## src/design/rv32dec_pkg.sv

```systemverilog
// Package: mnemonic codes, opcodes, CSR name codes and the decode result type.
package rv32dec_pkg;

  // Major opcodes (bits 6:0)
  localparam logic [6:0] OP_LUI    = 7'b0110111;
  localparam logic [6:0] OP_AUIPC  = 7'b0010111;
  localparam logic [6:0] OP_JAL    = 7'b1101111;
  localparam logic [6:0] OP_JALR   = 7'b1100111;
  localparam logic [6:0] OP_BRANCH = 7'b1100011;
  localparam logic [6:0] OP_LOAD   = 7'b0000011;
  localparam logic [6:0] OP_STORE  = 7'b0100011;
  localparam logic [6:0] OP_IMM    = 7'b0010011;
  localparam logic [6:0] OP_REG    = 7'b0110011;
  localparam logic [6:0] OP_FENCE  = 7'b0001111;
  localparam logic [6:0] OP_SYSTEM = 7'b1110011;

  // funct7 value that selects the multiply/divide group
  localparam logic [6:0] F7_MULDIV = 7'b0000001;

  // Upper-immediate mask
  localparam logic [31:0] UIMM_MASK = 32'hFFFFF000;

  // System funct12 codes with funct3 zero
  localparam logic [11:0] F12_ECALL  = 12'h000;
  localparam logic [11:0] F12_EBREAK = 12'h001;
  localparam logic [11:0] F12_MRET   = 12'h302;

  // Mnemonic codes
  localparam logic [5:0] MN_NONE   = 6'd0;
  localparam logic [5:0] MN_LUI    = 6'd1;
  localparam logic [5:0] MN_AUIPC  = 6'd2;
  localparam logic [5:0] MN_JAL    = 6'd3;
  localparam logic [5:0] MN_JALR   = 6'd4;
  localparam logic [5:0] MN_BEQ    = 6'd5;
  localparam logic [5:0] MN_BNE    = 6'd6;
  localparam logic [5:0] MN_BLT    = 6'd7;
  localparam logic [5:0] MN_BGE    = 6'd8;
  localparam logic [5:0] MN_BLTU   = 6'd9;
  localparam logic [5:0] MN_BGEU   = 6'd10;
  localparam logic [5:0] MN_LB     = 6'd11;
  localparam logic [5:0] MN_LH     = 6'd12;
  localparam logic [5:0] MN_LW     = 6'd13;
  localparam logic [5:0] MN_LBU    = 6'd14;
  localparam logic [5:0] MN_LHU    = 6'd15;
  localparam logic [5:0] MN_SB     = 6'd16;
  localparam logic [5:0] MN_SH     = 6'd17;
  localparam logic [5:0] MN_SW     = 6'd18;
  localparam logic [5:0] MN_ADDI   = 6'd19;
  localparam logic [5:0] MN_SLLI   = 6'd20;
  localparam logic [5:0] MN_SLTI   = 6'd21;
  localparam logic [5:0] MN_SLTIU  = 6'd22;
  localparam logic [5:0] MN_XORI   = 6'd23;
  localparam logic [5:0] MN_SRAI   = 6'd24;
  localparam logic [5:0] MN_SRLI   = 6'd25;
  localparam logic [5:0] MN_ORI    = 6'd26;
  localparam logic [5:0] MN_ANDI   = 6'd27;
  localparam logic [5:0] MN_MUL    = 6'd28;
  localparam logic [5:0] MN_MULH   = 6'd29;
  localparam logic [5:0] MN_MULHSU = 6'd30;
  localparam logic [5:0] MN_MULHU  = 6'd31;
  localparam logic [5:0] MN_DIV    = 6'd32;
  localparam logic [5:0] MN_DIVU   = 6'd33;
  localparam logic [5:0] MN_REM    = 6'd34;
  localparam logic [5:0] MN_REMU   = 6'd35;
  localparam logic [5:0] MN_SUB    = 6'd36;
  localparam logic [5:0] MN_ADD    = 6'd37;
  localparam logic [5:0] MN_SLL    = 6'd38;
  localparam logic [5:0] MN_SLT    = 6'd39;
  localparam logic [5:0] MN_SLTU   = 6'd40;
  localparam logic [5:0] MN_XOR    = 6'd41;
  localparam logic [5:0] MN_SRA    = 6'd42;
  localparam logic [5:0] MN_SRL    = 6'd43;
  localparam logic [5:0] MN_OR     = 6'd44;
  localparam logic [5:0] MN_AND    = 6'd45;
  localparam logic [5:0] MN_FENCE  = 6'd46;
  localparam logic [5:0] MN_ECALL  = 6'd47;
  localparam logic [5:0] MN_EBREAK = 6'd48;
  localparam logic [5:0] MN_MRET   = 6'd49;
  localparam logic [5:0] MN_CSRRW  = 6'd50;
  localparam logic [5:0] MN_CSRRS  = 6'd51;
  localparam logic [5:0] MN_CSRRC  = 6'd52;
  localparam logic [5:0] MN_CSRRWI = 6'd53;
  localparam logic [5:0] MN_CSRRSI = 6'd54;
  localparam logic [5:0] MN_CSRRCI = 6'd55;

  // Known CSR name codes
  localparam logic [3:0] CSRN_UNKNOWN  = 4'd0;
  localparam logic [3:0] CSRN_MSTATUS  = 4'd1;
  localparam logic [3:0] CSRN_MIE      = 4'd2;
  localparam logic [3:0] CSRN_MTVEC    = 4'd3;
  localparam logic [3:0] CSRN_MSCRATCH = 4'd4;
  localparam logic [3:0] CSRN_MEPC     = 4'd5;
  localparam logic [3:0] CSRN_MCAUSE   = 4'd6;
  localparam logic [3:0] CSRN_MTVAL    = 4'd7;
  localparam logic [3:0] CSRN_MIP      = 4'd8;
  localparam logic [3:0] CSRN_MASIC    = 4'd9;
  localparam logic [3:0] CSRN_MCYCLE   = 4'd10;
  localparam logic [3:0] CSRN_MCYCLEH  = 4'd11;

  // CSR addresses
  localparam logic [11:0] CSRA_MSTATUS  = 12'h300;
  localparam logic [11:0] CSRA_MIE      = 12'h304;
  localparam logic [11:0] CSRA_MTVEC    = 12'h305;
  localparam logic [11:0] CSRA_MSCRATCH = 12'h340;
  localparam logic [11:0] CSRA_MEPC     = 12'h341;
  localparam logic [11:0] CSRA_MCAUSE   = 12'h342;
  localparam logic [11:0] CSRA_MTVAL    = 12'h343;
  localparam logic [11:0] CSRA_MIP      = 12'h344;
  localparam logic [11:0] CSRA_MASIC    = 12'h7C0;
  localparam logic [11:0] CSRA_MCYCLE   = 12'hB00;
  localparam logic [11:0] CSRA_MCYCLEH  = 12'hB80;

  // Decoded result of one beat
  typedef struct packed {
    logic [5:0]  mnemonic;
    logic [4:0]  dest_reg;
    logic [4:0]  src1_reg;
    logic [4:0]  src2_reg;
    logic [31:0] immediate;
    logic [31:0] target;
    logic [11:0] csr_address;
    logic [3:0]  csr_name;
  } dec_result_t;

  function automatic logic [3:0] csr_index(input logic [11:0] addr);
    logic [3:0] idx;
    case (addr)
      CSRA_MSTATUS:  idx = CSRN_MSTATUS;
      CSRA_MIE:      idx = CSRN_MIE;
      CSRA_MTVEC:    idx = CSRN_MTVEC;
      CSRA_MSCRATCH: idx = CSRN_MSCRATCH;
      CSRA_MEPC:     idx = CSRN_MEPC;
      CSRA_MCAUSE:   idx = CSRN_MCAUSE;
      CSRA_MTVAL:    idx = CSRN_MTVAL;
      CSRA_MIP:      idx = CSRN_MIP;
      CSRA_MASIC:    idx = CSRN_MASIC;
      CSRA_MCYCLE:   idx = CSRN_MCYCLE;
      CSRA_MCYCLEH:  idx = CSRN_MCYCLEH;
      default:       idx = CSRN_UNKNOWN;
    endcase
    return idx;
  endfunction

endpackage

```

## src/design/rv32im_instruction_decoder_unit.sv

```systemverilog
// Top level: registered RV32IM + Zicsr instruction decoder.
//
// Decodes one 32-bit instruction word per beat into a dense mnemonic code,
// the raw rd/rs1/rs2 fields, the format's sign-extended immediate (shamt for
// shift immediates, zimm for csrr*i), the pc-relative target for auipc, jal
// and branches, and for CSR ops the CSR address plus a known-name index.
// Unsupported words give mnemonic 0 with immediate, target and CSR fields
// zero; register fields always carry the raw bits. Decode quirks: only
// funct7 == 1 selects the M group, bit 30 alone picks sub/sra/srai, and
// opcode 0001111 is fence whatever funct3 holds. Timing: two register
// stages, an input register and a result register, with the decode and one
// 32-bit pc adder between them. A beat passes from the input register to
// the result register, where it can be taken; throughput is one beat per
// cycle, limited only by the result side's stall. A stalled result holds
// while the input register keeps its beat, so no beat is dropped or
// repeated.
module rv32im_instruction_decoder_unit
  import rv32dec_pkg::*;
(
  input  logic               clk,
  input  logic               rst_n,
  // input channel
  input  logic               in_valid,
  output logic               in_stall,
  input  logic [31:0]        in_instr_word,
  input  logic [31:0]        in_pc,
  // result channel
  output logic               out_valid,
  input  logic               out_stall,
  output logic [5:0]         out_mnemonic,
  output logic [4:0]         out_dest_reg,
  output logic [4:0]         out_src1_reg,
  output logic [4:0]         out_src2_reg,
  output logic signed [31:0] out_immediate,
  output logic [31:0]        out_target,
  output logic [11:0]        out_csr_address,
  output logic [3:0]         out_csr_name
);

  // Input register stage
  logic        s1_valid_r;
  logic [31:0] s1_word_r;
  logic [31:0] s1_pc_r;

  // Result register stage
  logic        res_valid_r;
  dec_result_t res_r;

  // Handshake: the result register loads when it is empty or being drained;
  // the input register loads when empty or when its beat moves on.
  logic res_load;
  logic s1_load;

  assign res_load = s1_valid_r && (!res_valid_r || !out_stall);
  assign in_stall = s1_valid_r && !res_load;
  assign s1_load  = in_valid && !in_stall;

  always_ff @(posedge clk) begin
    if (!rst_n) begin
      s1_valid_r <= 1'b0;
    end else if (s1_load) begin
      s1_valid_r <= 1'b1;
    end else if (res_load) begin
      s1_valid_r <= 1'b0;
    end
  end

  always_ff @(posedge clk) begin
    if (s1_load) begin
      s1_word_r <= in_instr_word;
      s1_pc_r   <= in_pc;
    end
  end

  // ---------------------------------------------------------------------
  // Decode
  // ---------------------------------------------------------------------
  logic [31:0] w;
  logic [2:0]  f3;
  logic [11:0] top;
  logic [31:0] imm_i;
  logic [31:0] imm_s;
  logic [31:0] imm_b;
  logic [31:0] imm_j;
  logic [31:0] imm_u;
  logic [31:0] shamt_ext;
  logic [31:0] zimm_ext;

  assign w         = s1_word_r;
  assign f3        = w[14:12];
  assign top       = w[31:20];
  assign imm_i     = {{20{w[31]}}, w[31:20]};
  assign imm_s     = {{20{w[31]}}, w[31:25], w[11:7]};
  assign imm_b     = {{19{w[31]}}, w[31], w[7], w[30:25], w[11:8], 1'b0};
  assign imm_j     = {{11{w[31]}}, w[31], w[19:12], w[20], w[30:21], 1'b0};
  assign imm_u     = w & UIMM_MASK;
  assign shamt_ext = {27'd0, w[24:20]};
  assign zimm_ext  = {27'd0, w[19:15]};

  logic [5:0]  mn;
  logic [31:0] imm;
  logic        use_tgt;
  logic        is_csr;
  dec_result_t res_nxt;

  always_comb begin
    mn      = MN_NONE;
    imm     = 32'd0;
    use_tgt = 1'b0;
    is_csr  = 1'b0;
    case (w[6:0])
      OP_LUI: begin
        mn  = MN_LUI;
        imm = imm_u;
      end
      OP_AUIPC: begin
        mn      = MN_AUIPC;
        imm     = imm_u;
        use_tgt = 1'b1;
      end
      OP_JAL: begin
        mn      = MN_JAL;
        imm     = imm_j;
        use_tgt = 1'b1;
      end
      OP_JALR: begin
        mn  = MN_JALR;
        imm = imm_i;
      end
      OP_BRANCH: begin
        case (f3)
          3'd0:    mn = MN_BEQ;
          3'd1:    mn = MN_BNE;
          3'd4:    mn = MN_BLT;
          3'd5:    mn = MN_BGE;
          3'd6:    mn = MN_BLTU;
          3'd7:    mn = MN_BGEU;
          default: mn = MN_NONE;
        endcase
        if (mn != MN_NONE) begin
          imm     = imm_b;
          use_tgt = 1'b1;
        end
      end
      OP_LOAD: begin
        case (f3)
          3'd0:    mn = MN_LB;
          3'd1:    mn = MN_LH;
          3'd2:    mn = MN_LW;
          3'd4:    mn = MN_LBU;
          3'd5:    mn = MN_LHU;
          default: mn = MN_NONE;
        endcase
        if (mn != MN_NONE) begin
          imm = imm_i;
        end
      end
      OP_STORE: begin
        case (f3)
          3'd0:    mn = MN_SB;
          3'd1:    mn = MN_SH;
          3'd2:    mn = MN_SW;
          default: mn = MN_NONE;
        endcase
        if (mn != MN_NONE) begin
          imm = imm_s;
        end
      end
      OP_IMM: begin
        imm = imm_i;
        case (f3)
          3'd0: mn = MN_ADDI;
          3'd1: begin
            mn  = MN_SLLI;
            imm = shamt_ext;
          end
          3'd2: mn = MN_SLTI;
          3'd3: mn = MN_SLTIU;
          3'd4: mn = MN_XORI;
          3'd5: begin
            mn  = w[30] ? MN_SRAI : MN_SRLI;
            imm = shamt_ext;
          end
          3'd6:    mn = MN_ORI;
          default: mn = MN_ANDI;
        endcase
      end
      OP_REG: begin
        if (w[31:25] == F7_MULDIV) begin
          mn = MN_MUL + {3'd0, f3};
        end else begin
          case (f3)
            3'd0:    mn = w[30] ? MN_SUB : MN_ADD;
            3'd1:    mn = MN_SLL;
            3'd2:    mn = MN_SLT;
            3'd3:    mn = MN_SLTU;
            3'd4:    mn = MN_XOR;
            3'd5:    mn = w[30] ? MN_SRA : MN_SRL;
            3'd6:    mn = MN_OR;
            default: mn = MN_AND;
          endcase
        end
      end
      OP_FENCE: mn = MN_FENCE;
      OP_SYSTEM: begin
        case (f3)
          3'd0: begin
            if (top == F12_ECALL) begin
              mn = MN_ECALL;
            end else if (top == F12_EBREAK) begin
              mn = MN_EBREAK;
            end else if (top == F12_MRET) begin
              mn = MN_MRET;
            end
          end
          3'd1: begin
            mn     = MN_CSRRW;
            is_csr = 1'b1;
          end
          3'd2: begin
            mn     = MN_CSRRS;
            is_csr = 1'b1;
          end
          3'd3: begin
            mn     = MN_CSRRC;
            is_csr = 1'b1;
          end
          3'd5: begin
            mn     = MN_CSRRWI;
            imm    = zimm_ext;
            is_csr = 1'b1;
          end
          3'd6: begin
            mn     = MN_CSRRSI;
            imm    = zimm_ext;
            is_csr = 1'b1;
          end
          3'd7: begin
            mn     = MN_CSRRCI;
            imm    = zimm_ext;
            is_csr = 1'b1;
          end
          default: mn = MN_NONE;
        endcase
      end
      default: mn = MN_NONE;
    endcase

    res_nxt.mnemonic    = mn;
    res_nxt.dest_reg    = w[11:7];
    res_nxt.src1_reg    = w[19:15];
    res_nxt.src2_reg    = w[24:20];
    res_nxt.immediate   = imm;
    // pc-relative target, wraps mod 2^32
    res_nxt.target      = use_tgt ? (s1_pc_r + imm) : 32'd0;
    res_nxt.csr_address = is_csr ? top : 12'd0;
    res_nxt.csr_name    = is_csr ? csr_index(top) : CSRN_UNKNOWN;
  end

  // Result register
  always_ff @(posedge clk) begin
    if (!rst_n) begin
      res_valid_r <= 1'b0;
    end else if (res_load) begin
      res_valid_r <= 1'b1;
    end else if (!out_stall) begin
      res_valid_r <= 1'b0;
    end
  end

  always_ff @(posedge clk) begin
    if (res_load) begin
      res_r <= res_nxt;
    end
  end

  assign out_valid       = res_valid_r;
  assign out_mnemonic    = res_r.mnemonic;
  assign out_dest_reg    = res_r.dest_reg;
  assign out_src1_reg    = res_r.src1_reg;
  assign out_src2_reg    = res_r.src2_reg;
  assign out_immediate   = $signed(res_r.immediate);
  assign out_target      = res_r.target;
  assign out_csr_address = res_r.csr_address;
  assign out_csr_name    = res_r.csr_name;

  // ---------------------------------------------------------------------
  // Assertions
  // ---------------------------------------------------------------------
  // An unsupported word carries no immediate, target or CSR info.
  a_unsup_zero: assert property (@(posedge clk) disable iff (!rst_n)
    (out_valid && out_mnemonic == MN_NONE) |->
      (out_immediate == 32'sd0 && out_target == 32'd0 &&
       out_csr_address == 12'd0 && out_csr_name == CSRN_UNKNOWN))
    else $error("unsupported decode leaked payload");

  // A known CSR name only appears on CSR ops.
  a_csr_name_op: assert property (@(posedge clk) disable iff (!rst_n)
    (out_valid && out_csr_name != CSRN_UNKNOWN) |->
      (out_mnemonic >= MN_CSRRW && out_mnemonic <= MN_CSRRCI))
    else $error("csr name on non-CSR op");

  // A nonzero target only comes from auipc, jal or a branch.
  a_target_op: assert property (@(posedge clk) disable iff (!rst_n)
    (out_valid && out_target != 32'd0) |->
      (out_mnemonic == MN_AUIPC || out_mnemonic == MN_JAL ||
       (out_mnemonic >= MN_BEQ && out_mnemonic <= MN_BGEU)))
    else $error("target on non-relative op");

  // A held input beat that is not stalled moves into the result register.
  a_s1_advance: assert property (@(posedge clk) disable iff (!rst_n)
    (s1_valid_r && !in_stall) |=> out_valid)
    else $error("input beat lost");

  // While the result is stalled, the input beat is not overwritten.
  a_s1_hold: assert property (@(posedge clk) disable iff (!rst_n)
    (s1_valid_r && res_valid_r && out_stall) |=>
      (s1_valid_r && $stable(s1_word_r) && $stable(s1_pc_r)))
    else $error("input register overwritten under stall");

endmodule

```

## config.mk

```make
export PLATFORM = sky130hd
export DESIGN_NAME = rv32im_instruction_decoder_unit
export DESIGN_NICKNAME = d
export VERILOG_FILES = /design/src/design/rv32dec_pkg.sv /design/src/design/rv32im_instruction_decoder_unit.sv
export SDC_FILE = /design/constraint.sdc
export NUM_CORES = 1
export LEC_CHECK = 0
export BUFFER_PORTS_ARGS = -buffer_cell sky130_fd_sc_hd__buf_2
export CORE_ASPECT_RATIO = 0.9
export CORE_UTILIZATION = 60
export CTS_BUF_LIST = sky130_fd_sc_hd__clkbuf_16
export DETAILED_ROUTE_END_ITERATION = 6
export HOLD_SLACK_MARGIN = 0.12
export PLACE_DENSITY = 0.86
export SYNTH_ARGS = -nofsm -noshare
export SYNTH_HDL_FRONTEND = slang
export SYNTH_SLANG_ARGS = --single-unit
```

## constraint.sdc

```tcl
create_clock -name clk -period 18.05 [get_ports clk]
set_input_delay 3.61 -clock clk [delete_from_list [all_inputs] [get_ports clk]]
set_output_delay 3.61 -clock clk [all_outputs]
set_load 0.05 [all_outputs]
```

== Yosys cells after proc, flatten, opt, wreduce, memory -nomap -nowiden ==
Index checks and enable logic that the tools add are counted.
Storage, ports and cells
  bits in registers: 167
  output and inout bits: 103
  word-level logic and storage cells: 98
Cells by class
  $add $sub $neg: 2
  equality and inequality tests: 33
  mux-type cells: 32
  reductions and logical operators: 19
Operators with widths (number)
  case mux 32 bit (8 select lines): 1
  two-way mux 32 bit: 4
  == test 12 x 10 -> 1 bit, second input constant: 9
  case mux 6 bit (11 select lines): 1
  case mux 4 bit (7 select lines): 2
  case mux 4 bit (11 select lines): 1
  two-way mux 6 bit: 7
  case mux 6 bit (7 select lines): 1
  adder 32 bit: 1
  == test 7 bit, second input constant: 4
  == test 12 bit, second input constant: 2
  case mux 4 bit (6 select lines): 1
  == test 7 x 6 -> 1 bit, second input constant: 3
  case mux 4 bit (5 select lines): 1
  nonzero test 6 bit: 3
  case mux 5 bit (3 select lines): 1
  == test 7 x 5 -> 1 bit, second input constant: 2
  == test 12 x 1 -> 1 bit, second input constant: 1
  == test 12 x 11 -> 1 bit, second input constant: 1
  == test 3 bit, second input constant: 4
  zero test 12 bit: 1
  two-way mux 1 bit: 10
  == test 7 x 1 -> 1 bit, second input constant: 1
  == test 7 x 2 -> 1 bit, second input constant: 1
  other kinds (15): 23

== Depth between registers and ports, before layout ==
Gate-level depths: netlist (run 1).
  depth in word-level cells: 8
  depth in mapped cells: 18
  mapped depth without buffers: 16

== Least setup slack after synthesis (run 1) ==
Ideal clock, no wire load.
  path kind: input port to flip-flop
  from: in out_stall
  to: reg res_r, in the netlist out_csr_address[0], enable pin
  data arrival time: 10.929 ns
  path slack: 6.407 ns
  cell stages on the path: 1
  path through: a21boi_0
On the way
  word-level cells in the longest chain between the ends: 3
Ends and longest elaborated chain
  start, declared: line rv32im_instruction_decoder_unit.sv:29  | input logic out_stall,
  zero test 1 bit
  logical OR 1 bit: line rv32im_instruction_decoder_unit.sv:54  | assign res_load = s1_valid_r && (!res_valid_r || !out_stall);
  logical AND 1 bit: line rv32im_instruction_decoder_unit.sv:54
  end signal, assigned: line rv32im_instruction_decoder_unit.sv:273  | res_r <= res_nxt;
  end, declared: line rv32im_instruction_decoder_unit.sv:47  | dec_result_t res_r;
No other way between the ends.
A chain may end at the register's enable or synchronous reset.

== Final worst setup path (run 1) ==
  from: in out_stall
  to: out in_stall
On the way
  word-level cells in the longest chain between the ends: 5
Ends and longest elaborated chain
  zero test 1 bit
  logical OR 1 bit: line rv32im_instruction_decoder_unit.sv:54
  logical AND 1 bit: line rv32im_instruction_decoder_unit.sv:54
  zero test 1 bit: line rv32im_instruction_decoder_unit.sv:55  | assign in_stall = s1_valid_r && !res_load;
  logical AND 1 bit: line rv32im_instruction_decoder_unit.sv:55
  end, declared: line rv32im_instruction_decoder_unit.sv:24  | output logic in_stall,
No other way between the ends.

==> run metrics, run 1 <==
Routed Antenna Nets 0; Avg Synthesized Cell Area 11.8 um2; IO Count 171; Max Cap Viol 0; Fin. Hold Viols 0; number of synthesized flops with an enable pin 165; grt ovf 0; post-layout minimum cycle time 7.89 ns; Fin Setup TNS 0 ns; Clock Pin Slew Worst Setup and Hold Paths 0.07 ns; Total GRT Usage 31.9%; area post-placement 9410 um2; post-synthesis net count 817; RSZ-0062 raised after global routing no; hpwl dp 15,800 um; number of hold buffers added after cts 0; via/cell ratio 6.26; Num CTS Buffers 17; Final Skew 0.0114 ns; die height 115 um; FP Rows 40; Setup CP Type input pin to output port; crit path launch type input pin; total wire length 22,300 um; DRT iter0 DRCs 830; Core Area 13,600 um2; Wirelength per Cell 20.7 um; worst rel slew slack 32.2%; worst-path fanout max 3; Final Wtd Congestion 0.897; Worst EP arrival 4.28 ns; Synth Flop Type edfxtp_1; pin count of the biggest net entering global routing 75; port buffer count 170; Via Count 6,738; CTS H-tree depth 4; clk sinks 167; Slew Viols, Final 0; Max Freq 127 MHz; die area 14,600 um2; clk_lat worst skew 0.44 ns; first-pass GRT wire length 34,500 um; Layout fillers 891; Final Setup Violations 0; post-cts resize count 0; starting density of the core 62.4%; measured slew at the worst slew-check pin 1.01 ns; initial antenna violation count 0; nets@finish 974; CTS tree yes; layout cells sized above 1 25.5%; asr flop ratio synth 0%; clock root cell clkbuf_16; Yosys cell types 68; Die X 127 um; post-route cell area 10,000 um2; post-route clock period utilization 43.7%; post-CTS setup buffers 0; crit end category output port; Worst EP required 14.44 ns; leakage 3.97 nW; status completed; post-synthesis cell count 717; Final Total Pwr 0.953 mW; Post-route DRC 0; ant diodes 0; clk buf depth 2; Yosys reg bits 167; Peak VDD IR 0.0000862 V; register area share after synthesis 59.0%; area grow syn2layout 18.5%; drt first pass iters 6; vias in the first global route 6,336; Synth Cell Area 8460 um2; Power per Cell Area 95.0 nW/um2; Ys Warns 0; hold crit path type flop to flop
-- critical path, cell delays in order --
cell	delay, ns
buf_2	0.12
and3_1	0.25
buf_2	0.29
-- layout by cell type, fill, tap and decap left out, types with 18 or more instances in the layout --
cell type and n:
edfxtp_1 165, a21oi_1 48, a21o_1 36, nand2_1 44
o21ai_0 31, nand3_1 18, nor2_1 63, ha_1 31
buf_2 170, nor2b_1 19, nor3_1 25
-- routing by layer --
metal  global-route usage (%)  vias up  part of all wire (%)
met3                     6.64       40                   9.5
met1                     43.5     3228                    42
li1                         -     3047                     -
met2                     51.3      423                    47
met5                        0        -                     0
met4                     11.1        0                   2.0
-- cells in the mapped netlist, drive strengths merged, types with 5 or more instances --
master,number,area [um2]
edfxtp,165,4950
nor2,63,236
a21oi,49,245
nand2,44,165
a21o,37,279
o21ai,32,160
ha,31,388
nor3,29,165
clkbuf,21,82.6
nor2b,20,125
nand3,18,90.1
and2,17,108
buf,16,110
a31oi,14,87.6
xor2,13,114
inv,11,41.3
o21a,11,82.6
and3,10,62.6
nand4,10,62.6
o211ai,9,72.6
nand2b,8,50.1
a22oi,7,52.6
o31ai,6,45.0
xnor2,6,52.6
a211oi,5,37.5
or4,5,41.3
-- logic make-up (layout without fill, tap and decap cells) --
logic type / Yosys count / after routing / synth area share [%]
simple gates: 248 / 248 / 15.5
xor+xnor: 19 / 19 / 1.97
buf+inv: 48 / 218 / 2.77
compound gates: 198 / 198 / 15.3
fa+ha+maj: 32 / 32 / 4.82
mux: 5 / 5 / 0.606
flops: 167 / 167 / 59.0
-- power breakdown --
group / switching, mW / internal, mW
clock: 0.164 / 0.210
sequential: 0.0165 / 0.449
combinational: 0.0835 / 0.0304
total: 0.264 / 0.689
-- worst paths after layout --
check | end | cells past startpoint | slack [ns] | from
worst max-delay path | in_stall | 3 | 10.16 | out_stall
worst min register to register | out_dest_reg[1] | 0 | 0.48 | s1_word_r[8]
worst max register to register | out_target[26] | 15 | 13.20 | s1_word_r[3]
worst min-delay path | out_dest_reg[1] | 0 | 0.48 | s1_word_r[8]
-- layout make-up --
cell class	count	area (um2)	share of cell area, %
clock buffers	17	425	4.24
clock inverters	15	188	1.87
inverters	11	41.3	0.412
multi-input cells	502	3250	32.4
flip-flops and latches	167	4990	49.8
well taps	189	236	2.36
repair buffers	175	888	8.86
-- stage by stage --
| step | instances | hold WS, ns | utilization, % | setup WS [ns] |
|---|---|---|---|---|
| after floorplan | 717 | 0.424 | - | 6.41 |
| after global placement | 1044 | 0.452 | 69.4 | 10.18 |
| after detailed placement | 1044 | 0.459 | 69.4 | 10.16 |
| after CTS | 1076 | 0.479 | 73.9 | 10.17 |
| after global routing | 1076 | 0.501 | 73.9 | 10.14 |
| final | 1076 | 0.484 | 73.9 | 10.16 |
(Power assumes the default switching activity.)
==> run 2, diff against run 1 <==
Settings changed: CORE_UTILIZATION 60 to 50, PLACE_DENSITY 0.86 to 0.77.
Clock period 18.05 ns to 6.9 ns, I/O delays scaled along.
==> run metrics, run 2 (synthesized netlist as in run 1, its figures left out) <==
Slew Viols, Final 0; Routed Antenna Nets 0; Setup CP Type flop to flop; reg-to-reg slack, setup 2.14 ns; clock root cell clkbuf_16; r2r endpoint out_target[26]; hpwl dp 15,600 um; initial antenna violation count 0; post-route clock period utilization 69.0%; Max Freq 210 MHz; clk sinks 167; die area 17,400 um2; first-pass GRT wire length 34,200 um; min-delay src s1_word_r[10]; drt first pass iters 7; core occupancy in the finished layout 60.9%; status complete, but fails checks; DRT iter0 DRCs 778; clk_lat worst skew 0.43 ns; number of hold buffers added after cts 0; FP Rows 44; Max Cap Viol 0; ant diodes 0; Worst EP required 7.19 ns; Hold Path End out_dest_reg[3]; violated checks design-rule violations; Clock Pin Slew Worst Setup and Hold Paths 0.06 ns; Fin Setup TNS 0 ns; Worst Reg-to-Reg Cells 15; Power per Cell Area 237 nW/um2; measured slew at the worst slew-check pin 1.09 ns; Final Setup Violations 0; total wire length 22,100 um; nets@finish 973; crit end category flop; post-cts resize count 0; crit path launch type flop; Fin Hold WS 0.497 ns; via/cell ratio 5.96; Worst EP arrival 5.06 ns; Fin. Hold Viols 0; Num CTS Buffers 17; commonest non-fill, non-tap cell in the layout buf_2; vias in the first global route 6,100; Via Count 6,515; clk buf depth 2; leading cell types in the layout, fill and taps excluded buf_2 (170), edfxtp_1 (165), nor2_1 (63); grt ovf 0; post-CTS setup buffers 0; Core Area 16,400 um2; Wirelength per Cell 20.2 um; worst rel slew slack 27.2%; leakage 3.94 nW; post-layout minimum cycle time 4.76 ns; Peak VDD IR 0.000178 V; RR Startpoint s1_word_r[3]; IO Count 171; Total GRT Usage 26.1%; Die X 139 um; CTS tree yes; Final Wtd Congestion 0.997; starting density of the core 51.7%; RSZ-0062 raised after global routing no; layout cells sized above 1 24.9%; port buffer count 170; die height 125 um; Final Skew 0.00560 ns; hold crit path type flop to flop; hold path cells 0; Final Total Pwr 2.36 mW; area grow syn2layout 17.6%; CTS H-tree depth 4; pin count of the biggest net entering global routing 65; Post-route DRC 17; worst-path fanout max 10
## run 2: changes by cell type in the layout (fill, tap and decap cells not counted), sizes merged
| cell | previous run | this run |
|---|---|---|
| bufinv | 2 | 0 |
| buf | 175 | 174 |
| clkinv | 5 | 6 |
| clkinvlp | 2 | 3 |
## run 2: critical path, cell delays in order (launching register included)
cell       delay (ns)
edfxtp_1         0.54
nand4bb_1        0.54
or2_2            0.50
nor2_1           0.26
a22oi_1          0.14
nand2_1          0.15
ha_1             0.21
inv_1            0.06
fa_1             0.37
nor2b_1          0.19
o31a_1           0.18
o21ai_0          0.19
a21oi_1          0.54
a31oi_1          0.22
or4_1            0.44
nand3_1          0.10
## run 2: layout make-up
| cell class | instances | area, um2 |
|---|---|---|
| multi-input cells | 502 | 3260 |
| flip-flops and latches | 167 | 4990 |
| clock buffers | 17 | 425 |
| well taps | 207 | 259 |
| inverters | 11 | 41.3 |
| clock inverters | 15 | 91.3 |
| fillers | 1345 | 6400 |
| repair buffers | 174 | 881 |
## run 2: report_power, final
| part | internal [mW] | leakage (nW) | switching [mW] |
|---|---|---|---|
| combinational | 0.0793 | 2.13 | 0.213 |
| sequential | 1.17 | 1.54 | 0.0476 |
| clock | 0.454 | 0.262 | 0.390 |
| total | 1.71 | 3.94 | 0.650 |
## run 2: per-stage QoR
stage                     worst slack [ns]  instance area, um2  cells
after floorplan                      0.161                8460    717
after global placement                2.26                9440   1061
after detailed placement              2.26                9440   1061
after CTS                             2.21                9950   1093
after global routing                  1.76                9950   1093
final                                 2.14                9950   1093
## run 2: how the worst max path moves through the flow
stage                             start                 end  cells past startpoint
after detailed placement  s1_word_r[12]      out_target[28]                     13
after global placement     s1_word_r[3]      out_target[26]                     15
final                      s1_word_r[3]      out_target[26]                     15
after global routing      s1_word_r[12]      out_target[28]                     13
after floorplan               out_stall  out_csr_address[0]                      1
after CTS                 s1_word_r[12]      out_target[28]                     13
## run 2: per-layer routing
layer,vias to the layer above,GRT usage [%],wire [um]
met3,29,5.97,2080
met4,0,8.24,365
li1,3053,-,-
met5,-,0,0
met1,3074,37.5,10000
met2,359,39.5,9590
==> run 3, diff against run 2 <==
Settings changed: CORE_UTILIZATION 50 to 55, PLACE_DENSITY 0.77 to 0.8.
Clock period 6.9 ns to 4.56 ns, I/O delays scaled along.
==> run metrics, run 3 (synthesized netlist as in run 1, its figures left out) <==
leading cell types in the layout, fill and taps excluded buf_2 (170), edfxtp_1 (165), nor2_1 (63); Fin Setup TNS 0 ns; layout cells sized above 1 26.4%; DRT iter0 DRCs 670; Clock Pin Slew Worst Setup and Hold Paths 0.07 ns; first-pass GRT wire length 33,000 um; initial antenna violation count 0; post-route cell area 10,100 um2; Max Freq 239 MHz; port buffer count 170; Internal 2.70 mW; Sequential Power Share 49.7%; Routed Antenna Nets 0; nets@finish 990; clock root cell clkbuf_16; area post-placement 9560 um2; Crit path largest cell delay 0.52 ns; Wirelength per Cell 19.5 um; Worst EP required 4.83 ns; hpwl dp 15,400 um; clk buf depth 2; leakage 4.04 nW; crit end category flop; Peak VDD IR 0.000267 V; Total GRT Usage 27.8%; via/cell ratio 6.03; sw frac 26.6%; worst rel slew slack 43.6%; CTS H-tree depth 4; Layout fillers 1,096; Fin Hold WS 0.512 ns; pin count of the biggest net entering global routing 102; Comb power frac 12.7%; Via Count 6,636; crit path launch type flop; post-cts resize count 0; total wire length 21,500 um; Final Wtd Congestion 0.903; Setup CP Type flop to flop; Final Setup Violations 0; Post-route DRC 0; post-layout minimum cycle time 4.19 ns; Placed Instances 1,069; grt ovf 0; measured slew at the worst slew-check pin 0.838 ns; hold crit path type flop to flop; core occupancy in the finished layout 68.2%; Die X 133 um; vias in the first global route 6,102; worst slack, placed 0.318 ns; commonest non-fill, non-tap cell in the layout buf_2; area grow syn2layout 19.8%; die height 120 um; starting density of the core 56.9%; Final Skew 0.00831 ns; slowest cell on the critical path edfxtp_1; Worst EP arrival 4.46 ns; drt first pass iters 6; Clk pwr share 37.5%; post-CTS setup buffers 0; crit-path cells nor2b_1 -> o21ai_0 -> a31o_2 -> nor3_4 -> nor2b_1 -> buf_4 -> a21o_1 -> ha_1 -> nand4_1 -> or3_1 -> a211oi_1 -> o31ai_1 -> and3_1 -> nor3_1; die area 15,900 um2; status completed; Worst path most repeated cell nor2b_1; RSZ-0062 raised after global routing no; FP Rows 42; Switch Pwr 0.980 mW; ant diodes 0; CTS tree yes; post-route clock period utilization 91.9%; number of hold buffers added after cts 0; Num CTS Buffers 17; clk_lat worst skew 0.42 ns; IO Count 171; Final Total Pwr 3.68 mW; Slew Viols, Final 0; clk sinks 167; hold path cells 0; Fin. Hold Viols 0; Worst Reg-to-Reg Cells 14; Power per Cell Area 363 nW/um2; Max Cap Viol 0; Worst Setup Slack, final 0.371 ns; fin cells 1,101; worst-path fanout max 9; Core Area 14,900 um2
==> run 3: metal layers <==
metal	routed length (um)	track usage (%)	up-vias
met4	440	9.20	0
met5	0	0	-
met3	1940	6.97	27
met1	9640	40.1	3154
li1	-	-	3082
met2	9460	41.3	373
==> run 3: cell type report <==
cell class | count | area [um2] | area share, %
clock buffer | 17 | 425 | 4.20
clock inverter | 15 | 135 | 1.33
inverter | 11 | 41.3 | 0.407
multi-input combinational | 502 | 3270 | 32.3
sequential | 167 | 4990 | 49.3
tap | 198 | 248 | 2.44
timing repair buffer | 191 | 1020 | 10.1
==> run 3: worst paths after layout <==
kind,from,end,slack [ns]
worst max-delay path,s1_word_r[13],out_target[28],0.37
worst max register to register,s1_word_r[13],out_target[28],0.37
worst min register to register,s1_word_r[10],out_dest_reg[3],0.51
worst min-delay path,s1_word_r[10],out_dest_reg[3],0.51
==> run 3: worst max-delay path: cells and delay by family (launching register included) <==
| kind | cells | cell delay (ns) |
|---|---|---|
| AND/OR/NAND/NOR | 7 | 1.80 |
| adder cells (fa/ha/maj) | 1 | 0.48 |
| AO/OA/AOI/OAI | 5 | 1.05 |
| buffers and inverters | 1 | 0.19 |
| flip-flops | 1 | 0.52 |
==> run 3: power groups by stage <==
stage / clock [mW] / combinational (mW) / sequential [mW]
CTS: 1.40 / 0.467 / 1.83
finish: 1.38 / 0.469 / 1.83
detailed placement: 0 / 0.464 / 1.86
floorplan: 0 / 0.179 / 2.01
global placement: 0 / 0.461 / 1.86
global route: 1.46 / 0.499 / 1.84
